File: src/sv/utf8_stream_validator_core_defines.svh
// ----------------------------------------------------------------------------
// utf8_stream_validator_core_defines
// Assertion macros shared by the validator RTL. They expand to nothing when
// SYNTHESIS is defined.
// ----------------------------------------------------------------------------
`ifndef UTF8_STREAM_VALIDATOR_CORE_DEFINES_SVH
`define UTF8_STREAM_VALIDATOR_CORE_DEFINES_SVH

`ifndef SYNTHESIS
// Same-cycle implication, checked on every rising clk edge outside reset.
`define UTF8SV_ASSERT_IMPL(lbl, ante, cons, msg) \
    lbl: assert property (@(posedge clk) disable iff (!rst_n) (ante) |-> (cons)) \
        else $error(msg);
// Next-cycle implication.
`define UTF8SV_ASSERT_NEXT(lbl, ante, cons, msg) \
    lbl: assert property (@(posedge clk) disable iff (!rst_n) (ante) |=> (cons)) \
        else $error(msg);
`else
`define UTF8SV_ASSERT_IMPL(lbl, ante, cons, msg)
`define UTF8SV_ASSERT_NEXT(lbl, ante, cons, msg)
`endif

`endif

File: src/sv/utf8sv_pkg.sv
// ----------------------------------------------------------------------------
// utf8sv_pkg
// Widths, constants and types shared by the UTF-8 stream validator.
// ----------------------------------------------------------------------------
package utf8sv_pkg;

    localparam int BYTE_W              = 8;
    localparam int COUNT_W             = 21;
    localparam int LENGTH_BITS_DEFAULT = 20;

    localparam logic [COUNT_W-1:0] COUNT_MAX = 21'h1F_FFFF;

    // lead-byte classification
    localparam logic [BYTE_W-1:0] MASK_LEAD2 = 8'hE0;
    localparam logic [BYTE_W-1:0] CODE_LEAD2 = 8'hC0;
    localparam logic [BYTE_W-1:0] MASK_LEAD3 = 8'hF0;
    localparam logic [BYTE_W-1:0] CODE_LEAD3 = 8'hE0;
    localparam logic [BYTE_W-1:0] MASK_LEAD4 = 8'hF8;
    localparam logic [BYTE_W-1:0] CODE_LEAD4 = 8'hF0;
    localparam logic [BYTE_W-1:0] MASK_CONT  = 8'hC0;
    localparam logic [BYTE_W-1:0] CODE_CONT  = 8'h80;
    localparam logic [BYTE_W-1:0] ASCII_MAX  = 8'h7F;

    localparam logic [2:0] LEAD4_MAX_BITS = 3'h4;
    localparam logic [4:0] LEAD2_MIN_BITS = 5'h02;

    // code point limits
    localparam logic [COUNT_W-1:0] CP_MIN_3BYTE = 21'h00_0800;
    localparam logic [COUNT_W-1:0] CP_MIN_4BYTE = 21'h01_0000;
    localparam logic [COUNT_W-1:0] CP_SURR_LO   = 21'h00_D800;
    localparam logic [COUNT_W-1:0] CP_SURR_HI   = 21'h00_DFFF;
    localparam logic [COUNT_W-1:0] CP_MAX       = 21'h10_FFFF;

    localparam logic [1:0] SEQ_NONE  = 2'd0;
    localparam logic [1:0] SEQ_TWO   = 2'd1;
    localparam logic [1:0] SEQ_THREE = 2'd2;
    localparam logic [1:0] SEQ_FOUR  = 2'd3;

    typedef struct packed {
        logic [1:0]         pending;
        logic [1:0]         seq_len;
        logic [COUNT_W-1:0] code_point;
        logic [COUNT_W-1:0] seen_bytes;
        logic               error_seen;
    } state_t;

    typedef struct packed {
        logic               is_valid;
        logic [COUNT_W-1:0] byte_count;
    } result_t;

endpackage

File: src/sv/utf8sv_step.sv
// ----------------------------------------------------------------------------
// utf8sv_step
// One-byte decode step: next string state and the verdict for an end marker.
// ----------------------------------------------------------------------------
module utf8sv_step
    import utf8sv_pkg::*;
(
    input  state_t              state,
    input  logic [BYTE_W-1:0]   data_byte,
    input  logic                has_byte,
    input  logic                end_of_string,
    input  logic [COUNT_W-1:0]  max_length,
    output state_t              state_next,
    output result_t             result
);

    always_comb
    begin
        state_t s;
        logic [COUNT_W-1:0] cp_acc;
        logic [1:0]         pend_dec;

        s        = state;
        cp_acc   = '0;
        pend_dec = '0;

        if (has_byte)
        begin
            if (s.seen_bytes >= max_length)
            begin
                s.error_seen = 1'b1;
            end
            if ((s.seen_bytes <= max_length) && (s.seen_bytes != COUNT_MAX))
            begin
                s.seen_bytes = s.seen_bytes + COUNT_W'(1);
            end

            if (!s.error_seen)
            begin
                if (s.pending == 2'd0)
                begin
                    if (data_byte == '0)
                    begin
                        s.error_seen = 1'b1;
                    end
                    else if (data_byte <= ASCII_MAX)
                    begin
                        // plain ASCII, nothing to track
                    end
                    else if ((data_byte & MASK_LEAD2) == CODE_LEAD2)
                    begin
                        s.code_point = {16'd0, data_byte[4:0]};
                        if (data_byte[4:0] < LEAD2_MIN_BITS)
                        begin
                            s.error_seen = 1'b1;   // C0/C1 overlong lead
                        end
                        else
                        begin
                            s.seq_len = SEQ_TWO;
                            s.pending = 2'd1;
                        end
                    end
                    else if ((data_byte & MASK_LEAD3) == CODE_LEAD3)
                    begin
                        s.code_point = {17'd0, data_byte[3:0]};
                        s.seq_len    = SEQ_THREE;
                        s.pending    = 2'd2;
                    end
                    else if ((data_byte & MASK_LEAD4) == CODE_LEAD4)
                    begin
                        s.code_point = {18'd0, data_byte[2:0]};
                        if (data_byte[2:0] > LEAD4_MAX_BITS)
                        begin
                            s.error_seen = 1'b1;   // F5..F7
                        end
                        else
                        begin
                            s.seq_len = SEQ_FOUR;
                            s.pending = 2'd3;
                        end
                    end
                    else
                    begin
                        s.error_seen = 1'b1;
                    end
                end
                else if ((data_byte & MASK_CONT) != CODE_CONT)
                begin
                    s.error_seen = 1'b1;
                end
                else
                begin
                    cp_acc   = {s.code_point[14:0], data_byte[5:0]};
                    pend_dec = s.pending - 2'd1;
                    s.code_point = cp_acc;
                    s.pending    = pend_dec;
                    if (pend_dec == 2'd0)
                    begin
                        if ((s.seq_len == SEQ_THREE) && (cp_acc < CP_MIN_3BYTE))
                        begin
                            s.error_seen = 1'b1;
                        end
                        if ((s.seq_len == SEQ_FOUR) && (cp_acc < CP_MIN_4BYTE))
                        begin
                            s.error_seen = 1'b1;
                        end
                        if ((cp_acc >= CP_SURR_LO) && (cp_acc <= CP_SURR_HI))
                        begin
                            s.error_seen = 1'b1;
                        end
                        if (cp_acc > CP_MAX)
                        begin
                            s.error_seen = 1'b1;
                        end
                        s.seq_len    = SEQ_NONE;
                        s.code_point = '0;
                    end
                end
            end
        end

        if (end_of_string && (s.pending != 2'd0))
        begin
            s.error_seen = 1'b1;            // truncated sequence
        end

        result.is_valid   = ~s.error_seen;
        result.byte_count = s.seen_bytes;

        if (end_of_string)
        begin
            state_next = '0;
        end
        else
        begin
            state_next = s;
        end
    end

endmodule

File: src/sv/utf8_stream_validator_core.sv
// ----------------------------------------------------------------------------
// utf8_stream_validator_core
// Strict UTF-8 checker for a byte stream with a programmable length limit.
//
// One byte is taken per clock while in_stall is low: the decode of a byte
// is a single step from the string state registers, so a byte follows the
// previous one in the next cycle. An item with end_of_string set loads the
// result register with the verdict and the byte count, saturated at
// max_length + 1, and the string state clears for the next string. in_stall
// rises only while a result waits in the result register and out_stall holds
// it. A bare end marker (has_byte low) closes a string without a byte; an
// item with both flags low does nothing. max_length is written through
// cfg_write_en / cfg_write_data and resets to 2^LENGTH_BITS, capped at
// 1FFFFF.
// ----------------------------------------------------------------------------
`include "utf8_stream_validator_core_defines.svh"

module utf8_stream_validator_core
    import utf8sv_pkg::*;
#(
    parameter int LENGTH_BITS = LENGTH_BITS_DEFAULT
)
(
    input  logic               clk,
    input  logic               rst_n,

    input  logic               cfg_write_en,
    input  logic [COUNT_W-1:0] cfg_write_data,

    input  logic               in_valid,
    output logic               in_stall,
    input  logic [BYTE_W-1:0]  data_byte,
    input  logic               has_byte,
    input  logic               end_of_string,

    output logic               out_valid,
    input  logic               out_stall,
    output logic               is_valid,
    output logic [COUNT_W-1:0] byte_count
);

    localparam longint unsigned LenPow = 64'd1 << LENGTH_BITS;
    localparam logic [COUNT_W-1:0] MaxLenReset =
        (LenPow > 64'(COUNT_MAX)) ? COUNT_MAX : LenPow[COUNT_W-1:0];

    logic [COUNT_W-1:0] max_length_reg;
    state_t             state_reg;
    state_t             state_next;
    result_t            step_result;
    logic               out_valid_reg;
    logic               out_valid_next;
    result_t            result_reg;

    logic               in_accept;
    logic               out_accept;

    assign in_stall   = out_valid_reg & out_stall;
    assign in_accept  = in_valid & ~in_stall;
    assign out_accept = out_valid_reg & ~out_stall;

    utf8sv_step u_step (
        .state         (state_reg),
        .data_byte     (data_byte),
        .has_byte      (has_byte),
        .end_of_string (end_of_string),
        .max_length    (max_length_reg),
        .state_next    (state_next),
        .result        (step_result)
    );

    always_comb
    begin
        out_valid_next = out_valid_reg;
        if (out_accept)
        begin
            out_valid_next = 1'b0;
        end
        if (in_accept && end_of_string)
        begin
            out_valid_next = 1'b1;
        end
    end

    always_ff @(posedge clk or negedge rst_n)
    begin
        if (!rst_n)
        begin
            max_length_reg <= MaxLenReset;
            state_reg      <= '0;
            out_valid_reg  <= 1'b0;
        end
        else
        begin
            if (cfg_write_en)
            begin
                max_length_reg <= cfg_write_data;
            end
            if (in_accept)
            begin
                state_reg <= state_next;
            end
            out_valid_reg <= out_valid_next;
        end
    end

    // result payload, loaded only when a transaction closes a string
    always_ff @(posedge clk)
    begin
        if (in_accept && end_of_string)
        begin
            result_reg <= step_result;
        end
    end

    assign out_valid  = out_valid_reg;
    assign is_valid   = result_reg.is_valid;
    assign byte_count = result_reg.byte_count;

    `UTF8SV_ASSERT_NEXT(a_clear_after_end, in_accept && end_of_string,
        (state_reg.seen_bytes == '0) && (state_reg.pending == 2'd0) && !state_reg.error_seen,
        "string state not cleared after end marker")
    `UTF8SV_ASSERT_IMPL(a_pending_within_seq, state_reg.pending != 2'd0,
        (state_reg.seq_len != SEQ_NONE) && (state_reg.pending <= state_reg.seq_len),
        "pending continuations exceed sequence length")
    `UTF8SV_ASSERT_IMPL(a_result_source, $rose(out_valid_reg),
        $past(in_accept && end_of_string),
        "result appeared without an end marker")
    `UTF8SV_ASSERT_NEXT(a_result_held, out_valid_reg && out_stall,
        out_valid_reg && $stable(result_reg),
        "stalled result was lost or changed")

endmodule

File: config.mk
export PLATFORM = sky130hd
export DESIGN_NAME = utf8_stream_validator_core
export DESIGN_NICKNAME = d
export VERILOG_FILES = /design/src/sv/utf8sv_pkg.sv /design/src/sv/utf8sv_step.sv /design/src/sv/utf8_stream_validator_core.sv
export VERILOG_INCLUDE_DIRS = /design/src /design/src/sv
export SDC_FILE = /design/constraint.sdc
export NUM_CORES = 1
export LEC_CHECK = 0
export BUFFER_PORTS_ARGS = -buffer_cell sky130_fd_sc_hd__buf_2
export CAP_MARGIN = 40
export CORE_UTILIZATION = 50
export CTS_CLUSTER_SIZE = 24
export DETAILED_ROUTE_END_ITERATION = 16
export GPL_TIMING_DRIVEN = 1
export PLACE_DENSITY_LB_ADDON = 0.3
export SYNTH_ARGS = -nofsm -noshare
export SYNTH_HDL_FRONTEND = slang
export SYNTH_SLANG_ARGS = --single-unit
export TNS_END_PERCENT = 5
File: constraint.sdc
create_clock -name clk -period 4 [get_ports clk]
set_input_delay 0.2 -clock clk [delete_from_list [all_inputs] [get_ports clk]]
set_output_delay 0.2 -clock clk [all_outputs]
set_load 0.05 [all_outputs]
==> results.cfg <==
[clock_tree]
ctsHtreeMaxLevel = 3
path_clk_slew_ns = 0.09
clock_path_buffers = 2
clockRootBuffer = clkbuf_8
clk_latency_ns = 0.36
cts_buffers = 9
cts_tree = done
clock_sinks = 85

[cells_and_area]
num_antenna_cells = 0
drive_gt1_share_pct = 17.0
synthToLayoutAreaGrowth_pct = 11.4
fillers = 758
largest_reg_flops = 41
num-nets-final = 574

[routing]
dr.pass1.iters = 7
viasPerCell = 5.96
drtAntennaViolNets = 0
wirelength_um = 10300
wl_per_cell_um = 16.4
drt_iter0_markers = 227
route.detailed.drc = 0
vias = 3736

[timing]
grt_setup_unrepaired = no
finalHoldViolCount = 0
setup_violations = 0
tightest_slew_ns = 0.907
fin_ws_ns = 0.830
max_freq_ghz = 0.316
relSlewSlack_pct = 39.5
timing.final.crit_period_ns = 3.17
clock_skew_ns = 0.0178
tns_ns = 0
fin_crit_sh_pct = 79.2
final_max_slew_viol_count = 0

[placement]
post-place-ws_ns = 0.890
place_hpwl_um = 7450
portBuffers = 59
gp_congestion = 0.868

[power]
p_leak_nw = 2.31
p_int_mw = 1.39
ir_drop_mv = 0.206
clock_power_share_pct = 30.6
switchingPower_mw = 0.607
p_sw_share_pct = 30.4
power_density_nw_per_um2 = 388
sequentialPowerShare_pct = 50.4
comb_power_share_pct = 19.0

[worst_setup_path]
worstRegToRegCells = 8
cp-start-kind = flip-flop
crit_buf_inv = 0
crit_fanout = 11
crit_end = byte_count[17]
worst_ep_required_time_ns = 4.10
critPathCaptureType = flip-flop
crit_family = simple AND/OR/NAND/NOR gates
regToRegEndpoint = byte_count[17]
startpoint = state_reg[20]
crit_arrival_ns = 3.27
crit_type = flip-flop to flip-flop
critical_path_depth = 8
worstPathCellList = ha_1, nand4_1, nor4_1, nand2_1, a21boi_4, and2_1, nand3_1, xnor2_1
r2r_start = state_reg[20]
reg2reg_slack_ns = 0.83
crit_slowest_cell = nor4_1
max_stage_delay_ns = 0.52

[floorplanning]
fp.dieH_um = 98.2
dieArea_sq_um = 9640
initial_utilization_pct = 52.3
dieWidth_um = 98.2
rows = 34
ios = 60
core-area_sq_um = 8850

[yosys]
yosys_warnings = 0
synth-edff-count = 22
synth-seq-cells = 85
synthFlopType = dfrtp_1
ys_seq_area_share_pct = 48.4
synth_cells = 464
synth_area_per_cell_sq_um = 9.97
synth.distinct_cells = 57
async_flop_share_pct = 74.1
syn_area_sq_um = 4620
syn-num-nets = 524

[global_route]
track_usage_pct = 22.6
overflow = 0
grt_pass1_wl_um = 17000
grt_max_degree = 42
grt_pass1_vias = 3545
antenna_found_initial = 0

[min_path]
min_path_type = primary input to flip-flop

[status]
status = complete, no violations

[flow_run]
cap_violations = 0
## worst min path at each step
stage,startpoint,to,slack (ns),cells past startpoint
after global placement,rst_n,max_length_reg[13],0.32,1
after CTS,cfg_write_data[15],max_length_reg[15],0.05,3
after detailed placement,rst_n,max_length_reg[13],0.33,1
final,cfg_write_data[15],max_length_reg[15],0.06,3
after global routing,cfg_write_data[4],max_length_reg[4],0.06,3
after floorplan,rst_n,max_length_reg[0],-0.1,0
## cell usage after synthesis, types with 2 or more instances
library cell,number,share of area (%)
or3_1,3,0.41
a22o_1,10,1.9
nand3_1,14,1.5
nand4_1,7,0.95
buf_6,4,0.97
nor2_1,18,1.5
o31ai_1,13,2.1
buf_2,4,0.43
dfrtp_1,62,34
nor3_1,3,0.32
o21a_1,2,0.32
nand2_1,57,4.6
a21oi_1,18,1.9
mux2_2,2,0.49
nand2b_1,5,0.68
nor4_1,3,0.41
a32o_1,7,1.5
or4_1,8,1.3
xnor2_1,19,3.6
edfxtp_1,22,14
o21ai_0,48,5.2
a41oi_1,5,0.95
ha_1,24,6.5
and2_1,9,1.2
nor2b_1,2,0.27
clkbuf_1,15,1.2
o311ai_1,3,0.57
and3_1,2,0.27
a31oi_1,8,1.1
and4_1,2,0.38
inv_1,35,2.8
and4_4,2,0.49
o31a_1,2,0.38
a21o_1,2,0.32
nand3b_1,2,0.32
## stage by stage
stage	cells	power, mW	util [%]	hold slack [ns]	area (sq um)
after global routing	627	2.10	58.2	0.0590	5150
final	627	2.00	58.2	0.0609	5150
after CTS	627	2.01	58.2	0.0488	5150
after floorplan	464	1.30	-	-0.0956	4620
after detailed placement	610	1.40	55.9	0.328	4950
after global placement	610	1.39	55.9	0.323	4950
## area by class of cell
class | count | area [sq um] | area share [%]
timing repair buffer | 62 | 320 | 6.22
clock buffer | 12 | 145 | 2.82
multi-input combinational | 321 | 2130 | 41.4
sequential | 85 | 2240 | 43.4
inverter | 35 | 131 | 2.55
clock inverter | 4 | 48.8 | 0.947
tap | 108 | 135 | 2.62
## per-layer routing
layer  vias to the layer above  track usage (%)  part of all wire (%)
li1                       1794                -                     -
met1                      1785             28.6                    44
met2                       128             37.1                    47
met3                        29             4.22                   4.6
met4                         0             12.1                   4.0
met5                         -                0                     0
## cells by family (layout without fill, tap and decap cells)
group / count (synthesis) / count (layout) / synth area share [%]
xor gates and xnor gates: 19 / 19 / 3.60
AOI/OAI and AO/OA: 135 / 135 / 19.9
adders and majority gates: 24 / 24 / 6.49
and+or+nand+nor: 141 / 141 / 15.6
muxes: 2 / 2 / 0.487
DFF: 85 / 85 / 48.4
buffers and inverters: 58 / 113 / 5.47
## placed cells by master (no fill, tap or decap), types with 3 or more instances in the layout
cell / instances
nand4_1: 7
ha_1: 24
a21oi_1: 18
or4_1: 8
xnor2_1: 19
nand2_1: 57
and2_1: 9
o31ai_1: 13
clkbuf_8: 10
a22o_1: 10
o311ai_1: 3
a32o_1: 7
a41oi_1: 5
nand2b_1: 5
nor3_1: 3
inv_1: 35
dfrtp_1: 62
o21ai_0: 48
edfxtp_1: 22
or3_1: 3
nor2_1: 18
nand3_1: 14
nor4_1: 3
a31oi_1: 8
buf_2: 59
## what timing repair did
action,CTS,global route
hold endpoints to repair,32,0
hold buffers,1,0
buffers inserted,0,0
resized for setup,0,0
setup endpoints to repair,0,0
## worst register-to-register path, delay by kind of cell (launching register included)
| family | cells | cell delay, ns |
|---|---|---|
| DFF | 1 | 0.48 |
| AOI/OAI and AO/OA | 1 | 0.36 |
| and+or+nand+nor | 5 | 1.52 |
| adders and majority gates | 1 | 0.36 |
| xor gates and xnor gates | 1 | 0.19 |
## power groups by stage
stage | logic, mW | registers [mW] | clock network (mW)
final | 0.380 | 1.01 | 0.613
after global routing | 0.426 | 1.02 | 0.663
after detailed placement | 0.377 | 1.02 | 0
after CTS | 0.381 | 1.01 | 0.626
after floorplan | 0.241 | 1.06 | 0
after global placement | 0.369 | 1.02 | 0
No activity file was read; power rests on OpenSTA's default activity.
